==> config.mk <==
export PLATFORM = sky130hd
export DESIGN_NAME = usb_control_endpoint_sequencer
export DESIGN_NICKNAME = d
export VERILOG_FILES = /design/src/usbces_pkg.sv /design/src/usbces_cfg.sv /design/src/usbces_step.sv /design/src/usb_control_endpoint_sequencer.sv
export SDC_FILE = /design/constraint.sdc
export NUM_CORES = 1
export LEC_CHECK = 0
export BUFFER_PORTS_ARGS = -buffer_cell sky130_fd_sc_hd__buf_2
export CAP_MARGIN = 10
export CORE_MARGIN = 2
export CORE_UTILIZATION = 55
export DETAILED_ROUTE_END_ITERATION = 7
export PLACE_DENSITY = 0.82
export SYNTH_ARGS = -nofsm -noshare
export SYNTH_HDL_FRONTEND = slang
export SYNTH_SLANG_ARGS = --single-unit
==> constraint.sdc <==
create_clock -name clk -period 12.3 [get_ports clk]
set_input_delay 1.845 -clock clk [delete_from_list [all_inputs] [get_ports clk]]
set_output_delay 1.845 -clock clk [all_outputs]
set_load 0.01 [all_outputs]
==> src/usbces_pkg.sv <==
// Shared types and codes of the endpoint-zero control sequencer.
// No dependencies; imported by every module of the block.
package usbces_pkg;

    typedef enum logic [1:0]
    {
        OP_SETUP     = 2'd0,
        OP_IN        = 2'd1,
        OP_OUT       = 2'd2,
        OP_BUS_RESET = 2'd3
    } op_t;

    // Buffer arm directions
    localparam logic [1:0] ARM_NONE = 2'd0;
    localparam logic [1:0] ARM_RX   = 2'd1;
    localparam logic [1:0] ARM_TX   = 2'd2;

    // Data sources for an armed buffer
    localparam logic [2:0] SRC_NONE        = 3'd0;
    localparam logic [2:0] SRC_SETUP       = 3'd1;
    localparam logic [2:0] SRC_DEVICE_DESC = 3'd2;
    localparam logic [2:0] SRC_CONFIG_DESC = 3'd3;
    localparam logic [2:0] SRC_CONFIG_BYTE = 3'd4;
    localparam logic [2:0] SRC_LINE_CODING = 3'd5;

    // Requests: bRequest in the high byte, bmRequestType in the low byte
    localparam logic [15:0] REQ_GET_DESCRIPTOR         = 16'h0680;
    localparam logic [15:0] REQ_GET_CONFIGURATION      = 16'h0880;
    localparam logic [15:0] REQ_SET_CONFIGURATION      = 16'h0900;
    localparam logic [15:0] REQ_SET_ADDRESS            = 16'h0500;
    localparam logic [15:0] REQ_SET_LINE_CODING        = 16'h2021;
    localparam logic [15:0] REQ_SET_CONTROL_LINE_STATE = 16'h2221;

    localparam logic [7:0] DESC_TYPE_DEVICE = 8'd1;
    localparam logic [7:0] DESC_TYPE_CONFIG = 8'd2;
    localparam logic [15:0] CONFIG_VALUE_ONE = 16'd1;

    // Configuration register indexes
    localparam logic [1:0] REG_DEVICE_DESC_LEN = 2'd0;
    localparam logic [1:0] REG_CONFIG_DESC_LEN = 2'd1;
    localparam logic [1:0] REG_MAX_PACKET_SIZE = 2'd2;
    localparam logic [1:0] REG_LINE_CODING_LEN = 2'd3;

    localparam logic [7:0]  DEVICE_DESC_LEN_RESET = 8'd18;
    localparam logic [15:0] CONFIG_DESC_LEN_RESET = 16'd67;
    localparam logic [6:0]  MAX_PACKET_SIZE_RESET = 7'd64;
    localparam logic [7:0]  LINE_CODING_LEN_RESET = 8'd7;

    localparam int PACKET_BYTES_MAX_DEFAULT = 64;
    localparam logic [6:0] SETUP_PACKET_BYTES = 7'd8;

    typedef struct packed
    {
        op_t         op;
        logic        received_toggle;
        logic [15:0] request;
        logic [15:0] setup_value;
        logic [15:0] setup_length;
    } item_t;

    typedef struct packed
    {
        logic [7:0]  device_desc_len;
        logic [15:0] config_desc_len;
        logic [6:0]  packet_cap;
        logic [7:0]  line_coding_len;
    } cfg_t;

    typedef struct packed
    {
        logic [1:0]  arm;
        logic        arm_bank;
        logic [6:0]  arm_count;
        logic        arm_toggle;
        logic [2:0]  arm_source;
        logic [15:0] arm_offset;
        logic        stall_res;
        logic        address_write;
        logic [6:0]  device_address;
        logic        configured_value;
        logic [7:0]  line_state_value;
        logic [2:0]  phase_now;
    } result_t;

endpackage

==> src/usbces_cfg.sv <==
// Configuration registers of the control sequencer, with the packet size
// held already clamped. Depends on usbces_pkg.
module usbces_cfg #(
    parameter int PACKET_BYTES_MAX = usbces_pkg::PACKET_BYTES_MAX_DEFAULT
) (
    input  logic                 clk,
    input  logic                 rst_n,
    input  logic                 wr_en,
    input  logic [1:0]           wr_index,
    input  logic [15:0]          wr_data,
    output usbces_pkg::cfg_t     cfg
);
    import usbces_pkg::*;

    localparam logic [6:0] CapMax = 7'(PACKET_BYTES_MAX);

    logic [7:0]  dev_len_reg;
    logic [15:0] cfg_len_reg;
    logic [6:0]  cap_reg;
    logic [7:0]  lc_len_reg;

    function automatic logic [6:0] clamp_cap(input logic [6:0] m);
        logic [6:0] r;
        begin
            r = m;
            if (m < SETUP_PACKET_BYTES)
            begin
                r = SETUP_PACKET_BYTES;
            end
            else if (m > CapMax)
            begin
                r = CapMax;
            end
            return r;
        end
    endfunction

    always_ff @(posedge clk or negedge rst_n)
    begin
        if (!rst_n)
        begin
            dev_len_reg <= DEVICE_DESC_LEN_RESET;
            cfg_len_reg <= CONFIG_DESC_LEN_RESET;
            cap_reg     <= clamp_cap(MAX_PACKET_SIZE_RESET);
            lc_len_reg  <= LINE_CODING_LEN_RESET;
        end
        else if (wr_en)
        begin
            case (wr_index)
                REG_DEVICE_DESC_LEN: dev_len_reg <= wr_data[7:0];
                REG_CONFIG_DESC_LEN: cfg_len_reg <= wr_data;
                REG_MAX_PACKET_SIZE: cap_reg     <= clamp_cap(wr_data[6:0]);
                REG_LINE_CODING_LEN: lc_len_reg  <= wr_data[7:0];
                default:             ;
            endcase
        end
    end

    assign cfg.device_desc_len = dev_len_reg;
    assign cfg.config_desc_len = cfg_len_reg;
    assign cfg.packet_cap      = cap_reg;
    assign cfg.line_coding_len = lc_len_reg;

endmodule

==> src/usbces_step.sv <==
// Transfer state of endpoint zero and the single-pass update for one beat:
// bus reset, setup decode, data stage, status stage, re-arm of the setup buffer.
// Depends on usbces_pkg.
module usbces_step (
    input  logic                 clk,
    input  logic                 rst_n,
    input  logic                 advance,
    input  usbces_pkg::item_t    item,
    input  usbces_pkg::cfg_t     cfg,
    output usbces_pkg::result_t  res
);
    import usbces_pkg::*;

    typedef enum logic [2:0]
    {
        PH_SETUP      = 3'd0,
        PH_DATA_IN    = 3'd1,
        PH_DATA_OUT   = 3'd2,
        PH_STATUS_IN  = 3'd3,
        PH_STATUS_OUT = 3'd4,
        PH_COMPLETE   = 3'd5
    } phase_t;

    phase_t      phase_reg, phase_next, ph;
    logic [2:0]  src_reg, src_next;
    logic [15:0] off_reg, off_next;
    logic [15:0] rem_reg, rem_next;
    logic [6:0]  req_addr_reg, req_addr_next;
    logic [6:0]  cur_addr_reg, cur_addr_next;
    logic        rx_bank_reg, rx_bank_next;
    logic        tx_bank_reg, tx_bank_next;
    logic        cfg_val_reg, cfg_val_next;
    logic [7:0]  line_state_reg, line_state_next;

    logic [15:0] base_len;
    logic [6:0]  pkt_n;
    logic        is_setup, is_in, is_out;

    assign is_setup = (item.op == OP_SETUP);
    assign is_in    = (item.op == OP_IN);
    assign is_out   = (item.op == OP_OUT);

    always_comb
    begin
        ph              = phase_reg;
        src_next        = src_reg;
        off_next        = off_reg;
        rem_next        = rem_reg;
        req_addr_next   = req_addr_reg;
        cur_addr_next   = cur_addr_reg;
        rx_bank_next    = rx_bank_reg;
        tx_bank_next    = tx_bank_reg;
        cfg_val_next    = cfg_val_reg;
        line_state_next = line_state_reg;
        base_len        = '0;
        pkt_n           = '0;
        res             = '0;

        if (item.op == OP_BUS_RESET)
        begin
            ph             = PH_SETUP;
            req_addr_next  = '0;
            cur_addr_next  = '0;
            src_next       = SRC_NONE;
            off_next       = '0;
            rem_next       = '0;
            tx_bank_next   = 1'b0;
            rx_bank_next   = 1'b1;
            res.arm        = ARM_RX;
            res.arm_count  = SETUP_PACKET_BYTES;
            res.arm_source = SRC_SETUP;
            res.address_write = 1'b1;
        end
        else
        begin
            // Decode only a setup beat that arrives in the setup phase
            if (ph == PH_SETUP && is_setup)
            begin
                src_next = SRC_NONE;
                off_next = '0;
                case (item.request)
                    REQ_GET_DESCRIPTOR:
                    begin
                        if (item.setup_value[15:8] == DESC_TYPE_DEVICE)
                        begin
                            src_next = SRC_DEVICE_DESC;
                            base_len = {8'd0, cfg.device_desc_len};
                            ph       = PH_DATA_IN;
                        end
                        else if (item.setup_value[15:8] == DESC_TYPE_CONFIG)
                        begin
                            src_next = SRC_CONFIG_DESC;
                            base_len = cfg.config_desc_len;
                            ph       = PH_DATA_IN;
                        end
                        else
                        begin
                            res.stall_res = 1'b1;
                            ph            = PH_COMPLETE;
                        end
                    end
                    REQ_GET_CONFIGURATION:
                    begin
                        src_next = SRC_CONFIG_BYTE;
                        base_len = 16'd1;
                        ph       = PH_DATA_IN;
                    end
                    REQ_SET_CONFIGURATION:
                    begin
                        if (item.setup_value != CONFIG_VALUE_ONE)
                        begin
                            res.stall_res = 1'b1;
                            ph            = PH_COMPLETE;
                        end
                        else
                        begin
                            cfg_val_next = 1'b1;
                            ph           = PH_DATA_OUT;
                        end
                    end
                    REQ_SET_ADDRESS:
                    begin
                        req_addr_next = item.setup_value[6:0];
                        ph            = PH_DATA_OUT;
                    end
                    REQ_SET_CONTROL_LINE_STATE:
                    begin
                        line_state_next = item.setup_value[7:0];
                        ph              = PH_DATA_OUT;
                    end
                    REQ_SET_LINE_CODING:
                    begin
                        src_next = SRC_LINE_CODING;
                        base_len = {8'd0, cfg.line_coding_len};
                        ph       = PH_DATA_OUT;
                    end
                    default:
                    begin
                        res.stall_res = 1'b1;
                        ph            = PH_COMPLETE;
                    end
                endcase
                // Clamp to what the host allows
                rem_next = (item.setup_length < base_len) ? item.setup_length : base_len;
            end

            pkt_n = (rem_next < {9'd0, cfg.packet_cap}) ? rem_next[6:0] : cfg.packet_cap;

            if (ph == PH_DATA_IN && (is_in || is_setup))
            begin
                if (pkt_n != '0)
                begin
                    res.arm        = ARM_TX;
                    res.arm_bank   = tx_bank_reg;
                    res.arm_count  = pkt_n;
                    res.arm_toggle = ~item.received_toggle;
                    res.arm_source = src_next;
                    res.arm_offset = off_next;
                    off_next       = off_next + {9'd0, pkt_n};
                    rem_next       = rem_next - {9'd0, pkt_n};
                    tx_bank_next   = ~tx_bank_reg;
                end
                else
                begin
                    // Zero-length status packet from the host
                    res.arm        = ARM_RX;
                    res.arm_bank   = rx_bank_reg;
                    res.arm_toggle = 1'b1;
                    rx_bank_next   = ~rx_bank_reg;
                    ph             = PH_STATUS_IN;
                end
            end

            if (ph == PH_DATA_OUT && (is_out || is_setup))
            begin
                if (pkt_n != '0)
                begin
                    res.arm        = ARM_RX;
                    res.arm_bank   = rx_bank_reg;
                    res.arm_count  = pkt_n;
                    res.arm_toggle = ~item.received_toggle;
                    res.arm_source = src_next;
                    res.arm_offset = off_next;
                    off_next       = off_next + {9'd0, pkt_n};
                    rem_next       = rem_next - {9'd0, pkt_n};
                    rx_bank_next   = ~rx_bank_reg;
                end
                else
                begin
                    res.arm        = ARM_TX;
                    res.arm_bank   = tx_bank_reg;
                    res.arm_toggle = 1'b1;
                    tx_bank_next   = ~tx_bank_reg;
                    ph             = PH_STATUS_OUT;
                end
            end

            // Status stage done: apply the new address
            if ((ph == PH_STATUS_IN && is_out) || (ph == PH_STATUS_OUT && is_in))
            begin
                if (cur_addr_reg != req_addr_next)
                begin
                    cur_addr_next     = req_addr_next;
                    res.address_write = 1'b1;
                end
                ph = PH_COMPLETE;
            end

            if (ph == PH_COMPLETE)
            begin
                res.arm        = ARM_RX;
                res.arm_bank   = rx_bank_next;
                res.arm_count  = SETUP_PACKET_BYTES;
                res.arm_toggle = 1'b0;
                res.arm_source = SRC_SETUP;
                res.arm_offset = '0;
                rx_bank_next   = ~rx_bank_next;
                ph             = PH_SETUP;
            end
        end

        phase_next           = ph;
        res.device_address   = cur_addr_next;
        res.configured_value = cfg_val_next;
        res.line_state_value = line_state_next;
        res.phase_now        = ph;
    end

    always_ff @(posedge clk or negedge rst_n)
    begin
        if (!rst_n)
        begin
            phase_reg      <= PH_SETUP;
            src_reg        <= SRC_NONE;
            off_reg        <= '0;
            rem_reg        <= '0;
            req_addr_reg   <= '0;
            cur_addr_reg   <= '0;
            rx_bank_reg    <= 1'b0;
            tx_bank_reg    <= 1'b0;
            cfg_val_reg    <= 1'b0;
            line_state_reg <= '0;
        end
        else if (advance)
        begin
            phase_reg      <= phase_next;
            src_reg        <= src_next;
            off_reg        <= off_next;
            rem_reg        <= rem_next;
            req_addr_reg   <= req_addr_next;
            cur_addr_reg   <= cur_addr_next;
            rx_bank_reg    <= rx_bank_next;
            tx_bank_reg    <= tx_bank_next;
            cfg_val_reg    <= cfg_val_next;
            line_state_reg <= line_state_next;
        end
    end

endmodule

==> src/usb_control_endpoint_sequencer.sv <==
// Top level of the endpoint-zero control sequencer: input register, result
// register and handshakes. Depends on usbces_pkg, usbces_cfg, usbces_step.
//
//  channel | handshake            | payload
//  --------+----------------------+----------------------------------------------
//  in      | in_valid / in_ready  | op, received_toggle, request, setup_value,
//          |                      | setup_length
//  out     | out_valid/out_ready  | arm, arm_bank, arm_count, arm_toggle,
//          |                      | arm_source, arm_offset, stall_res,
//          |                      | address_write, device_address,
//          |                      | configured_value, line_state_value, phase_now
//  cfg     | cfg_valid/cfg_ready  | cfg_index, cfg_data
//
// One beat per cycle sustained while out_ready is high; a result passes through
// the input register, then one pass of the step logic into the result
// register.
// Reset clears the transfer state, the handshake flags and the configuration
// registers to their defaults. cfg_ready is always high.
// A stalled result holds in the result register; one more input beat waits in
// the input register before in_ready drops.
module usb_control_endpoint_sequencer #(
    parameter int PACKET_BYTES_MAX = usbces_pkg::PACKET_BYTES_MAX_DEFAULT
) (
    input  logic        clk,
    input  logic        rst_n,
    input  logic        in_valid,
    output logic        in_ready,
    input  logic [1:0]  op,
    input  logic        received_toggle,
    input  logic [15:0] request,
    input  logic [15:0] setup_value,
    input  logic [15:0] setup_length,
    output logic        out_valid,
    input  logic        out_ready,
    output logic [1:0]  arm,
    output logic        arm_bank,
    output logic [6:0]  arm_count,
    output logic        arm_toggle,
    output logic [2:0]  arm_source,
    output logic [15:0] arm_offset,
    output logic        stall_res,
    output logic        address_write,
    output logic [6:0]  device_address,
    output logic        configured_value,
    output logic [7:0]  line_state_value,
    output logic [2:0]  phase_now,
    input  logic        cfg_valid,
    output logic        cfg_ready,
    input  logic [1:0]  cfg_index,
    input  logic [15:0] cfg_data
);
    import usbces_pkg::*;

    item_t   item_reg;
    logic    in_full_reg;
    result_t res_reg;
    logic    out_valid_reg;
    result_t res_next;
    cfg_t    cfg;
    logic    advance;

    assign cfg_ready = 1'b1;
    assign advance   = in_full_reg && (!out_valid_reg || out_ready);
    assign in_ready  = !in_full_reg || advance;

    usbces_cfg #(
        .PACKET_BYTES_MAX (PACKET_BYTES_MAX)
    ) u_cfg (
        .clk      (clk),
        .rst_n    (rst_n),
        .wr_en    (cfg_valid && cfg_ready),
        .wr_index (cfg_index),
        .wr_data  (cfg_data),
        .cfg      (cfg)
    );

    usbces_step u_step (
        .clk     (clk),
        .rst_n   (rst_n),
        .advance (advance),
        .item    (item_reg),
        .cfg     (cfg),
        .res     (res_next)
    );

    always_ff @(posedge clk or negedge rst_n)
    begin
        if (!rst_n)
        begin
            in_full_reg   <= 1'b0;
            out_valid_reg <= 1'b0;
        end
        else
        begin
            if (in_valid && in_ready)
            begin
                in_full_reg <= 1'b1;
            end
            else if (advance)
            begin
                in_full_reg <= 1'b0;
            end

            if (advance)
            begin
                out_valid_reg <= 1'b1;
            end
            else if (out_ready)
            begin
                out_valid_reg <= 1'b0;
            end
        end
    end

    // Payload registers: load on a beat, hold otherwise
    always_ff @(posedge clk)
    begin
        if (in_valid && in_ready)
        begin
            item_reg.op              <= op_t'(op);
            item_reg.received_toggle <= received_toggle;
            item_reg.request         <= request;
            item_reg.setup_value     <= setup_value;
            item_reg.setup_length    <= setup_length;
        end
        if (advance)
        begin
            res_reg <= res_next;
        end
    end

    assign out_valid        = out_valid_reg;
    assign arm              = res_reg.arm;
    assign arm_bank         = res_reg.arm_bank;
    assign arm_count        = res_reg.arm_count;
    assign arm_toggle       = res_reg.arm_toggle;
    assign arm_source       = res_reg.arm_source;
    assign arm_offset       = res_reg.arm_offset;
    assign stall_res        = res_reg.stall_res;
    assign address_write    = res_reg.address_write;
    assign device_address   = res_reg.device_address;
    assign configured_value = res_reg.configured_value;
    assign line_state_value = res_reg.line_state_value;
    assign phase_now        = res_reg.phase_now;

endmodule

==> results.yml <==
run_status:
  status: "complete, no violations"
setup_path:
  critPathRequiredTime_ns: 12.70
  setup.worst_path.class: "reg2reg"
  critical_path.endpoint_type: "flop"
  cp_max_fo: 20
  cp_slowest_cell: "nor3_4"
  cpPeakStageDelay_ns: 0.64
  cp-start-kind: "flop"
  critPathArrivalTime_ns: 11.54
sta:
  rsz0062_at_grt: "no"
  finalClockSkew_ns: 0.01554
  hold_violations: 0
  tightestPinTransition_ns: 1.102
  holdWs_ns: 0.4832
  finalSetupViolCount: 0
  fin_crit_ns: 11.15
  fmax_mhz: 89.71
  slew_headroom_pct: 26.50
  slew_viol_final: 0
  fin_crit_sh_pct: 90.63
  tns_ns: 0
power:
  p_sw_share_pct: 39.86
  leakage_nw: 5.530
  p_sw_mw: 1.092
  vdd.ir_drop.worst_uv: 130.2
  p_comb_share_pct: 43.7
  total_power_mw: 2.739
  p_seq_share_pct: 33.6
  p_per_area_nw_per_um2: 199.2
  pwr-share-clk_pct: 22.6
  p_int_mw: 1.647
floorplan:
  rows: 54
  core_area_um2: 21820
  fp.dieH_um: 152.9
  initial_core_util_pct: 55.91
  die_x_um: 152.9
  dieArea_um2: 23390
  ioPinCount: 128
synthesis:
  synth_area_leader_cell: "edfxtp_1"
  syn_area_per_cell_um2: 10.08
  yosysUniqueCellTypes: 104
  synth-main-ff-cell: "edfxtp_1"
  ys_warn_count: 0
  synth_edf_count: 102
  synth_area_leaders: "edfxtp_1 25%, dfrtp_1 19%, nand2_1 4.7%"
  syn_nets: 1332
  syn_inst: 1211
  ys_async_sr_fraction_pct: 50.49
  seq_area_frac_synth_pct: 46.52
  syn_area_um2: 12200
  synth.top_cell.area_share_pct: 25.10
  ys_ff_latch: 206
hold_path:
  hold_class: "reg2reg"
global_route:
  grt_pass1_wl_mm: 50.22
  antenna_found_initial: 0
  gr-total-overflow: 0
  grt_max_degree: 68
  grt_pass1_vias: 9615
  track_usage_pct: 26.29
detailed_routing:
  drt_iter0_drc: 833
  vias_per_cell: 6.217
  wl_mm: 31.08
  num_vias: 10070
  ant_nets: 0
  dr.pass1.iters: 8
  routedWlPerCell_um: 19.20
  drcViolationCount: 0
cts:
  cts_max_path_buffers: 3
  cts_root_buf: "clkbuf_16"
  cts_buffers: 22
  cts_tree: "done"
  clk_latency_ns: 0.51
  cts_sinks: 206
  clkSlewWorstSetupHoldPaths_ns: 0.07
  htree_levels: 1
layout:
  drive_gt1_share_pct: 19.72
  diodes: 0
  areaGrowthSynthToFinish_pct: 12.68
  n_fill_cell: 1774
  final_nets: 1444
  design_area_um2: 13750
  stdcell_count: 1619
  largest_reg_flops: 51
placement:
  placed_cells: 1579
  io_buffers: 126
  hpwl_mm: 22.45
  place_area_um2: 13070
  gp_congestion: 0.9631
run:
  drv_cap: 0
==> final cells by class <==
cell class	instances	area, um2	area share (%)
tap	280	350.3	2.548
inverter	39	147.6	1.074
multi-input combinational	914	6172	44.89
clock buffer	30	611.8	4.450
clock inverter	10	52.55	0.3822
timing repair buffer	140	738.2	5.369
sequential	206	5677	41.29
==> routing by layer <==
metal	track usage (%)	vias up	share of wire (%)
li1	-	4752	-
met1	37.09	4780	43
met2	42.05	465	46
met3	4.139	69	7.9
met4	8.422	0	3.0
met5	0	-	0
==> metrics by stage <==
stage	setup slack (ns)	util [%]
6_report	1.153	63.00
5_1_grt	0.1740	63.00
4_1_cts	1.130	62.95
3_5_place_dp	1.152	59.91
3_3_place_gp	1.616	59.91
2_1_floorplan	2.659	-
==> cell families (layout without fill, tap and decap cells) <==
logic type               after synthesis  count (layout)  share of synthesized area, %
other                                  1               1                       0.03073
AO/OA/AOI/OAI                        325             325                         18.43
multiplexers                          58              58                         5.322
AND/OR/NAND/NOR                      436             436                         18.20
XOR/XNOR                              47              47                         3.374
flip-flops                           206             206                         46.52
buffers and inverters                 91             219                         3.056
adder cells (fa/ha/maj)               47              47                         5.066
==> power groups by stage <==
| stage | Combinational, mW | Sequential [mW] | Clock (mW) |
|---|---|---|---|
| finish | 1.20 | 0.921 | 0.619 |
| global route | 1.32 | 0.932 | 0.657 |
| CTS | 1.18 | 0.919 | 0.628 |
| detailed placement | 1.17 | 0.930 | 0 |
| global placement | 1.15 | 0.926 | 0 |
| floorplan | 0.897 | 0.914 | 0 |
==> worst paths after layout <==
check                      depth (start not counted)  slack [ns]                            endpoint                           from
min reg2reg                                        2        0.48       u_step.off_reg[1]$_DFFE_PN0P_  u_step.off_reg[1]$_DFFE_PN0P_
max                                               36        1.15      u_step.off_reg[15]$_DFFE_PN0P_         item_reg[45]$_DFFE_PP_
min in group asynchronous                          1        1.34  u_step.cur_addr_reg[0]$_DFFE_PN0P_                          rst_n
min                                                2        0.48       u_step.off_reg[1]$_DFFE_PN0P_  u_step.off_reg[1]$_DFFE_PN0P_
max reg2reg                                       36        1.15      u_step.off_reg[15]$_DFFE_PN0P_         item_reg[45]$_DFFE_PP_
max in group asynchronous                          2        9.71    u_cfg.dev_len_reg[0]$_DFFE_PN0P_                          rst_n
==> critical path: cells and delay by family (launching register included) <==
kind / cells / cell delay [ns]
and+or+nand+nor: 13 / 4.64
AOI/OAI and AO/OA: 17 / 4.04
adders and majority gates: 3 / 0.89
muxes: 1 / 0.63
buffers and inverters: 2 / 0.42
DFF: 1 / 0.39
==> placed cells by master (no fill, tap or decap), types with 6 or more instances in the layout <==
cell type,n
a211oi_1,15
a21o_1,20
a21oi_1,77
a221o_1,9
a222oi_1,8
a22o_1,9
a31oi_1,12
and2_1,18
and3_1,18
buf_2,125
buf_4,15
clkbuf_1,6
clkbuf_16,23
dfrtp_1,95
dfstp_2,9
edfxtp_1,102
ha_1,43
inv_1,35
mux2_2,42
mux2i_1,14
nand2_1,152
nand2b_1,13
nand3_1,28
nand4_1,11
nor2_1,96
nor2b_1,10
nor3_1,21
nor4_1,22
o2111ai_1,6
o211ai_1,10
o21a_1,8
o21ai_0,69
o31ai_1,15
xnor2_1,30
xor2_1,17
==> synth_stat cells (all sizes together) (11+ instances only) <==
cell    instances
a211oi         16
clkbuf         40
and2           21
dfrtp          95
nand2         154
a21oi          78
xnor2          30
o21ai          71
edfxtp        102
buf            12
ha             43
nand2b         14
nor2           97
nor2b          11
xor2           17
nand4          11
mux2i          15
nor3           24
mux2           42
a31oi          13
nor4           25
inv            36
a21o           20
o31ai          16
and3           18
nand3          28
==> what timing repair did <==
item | in CTS | in global routing
setup buffers | 0 | 0
hold buffers | 0 | 0
resized for setup | 0 | 2
endpoints found under the setup margin | 0 | 1
No activity file was read; power rests on OpenSTA's default activity.
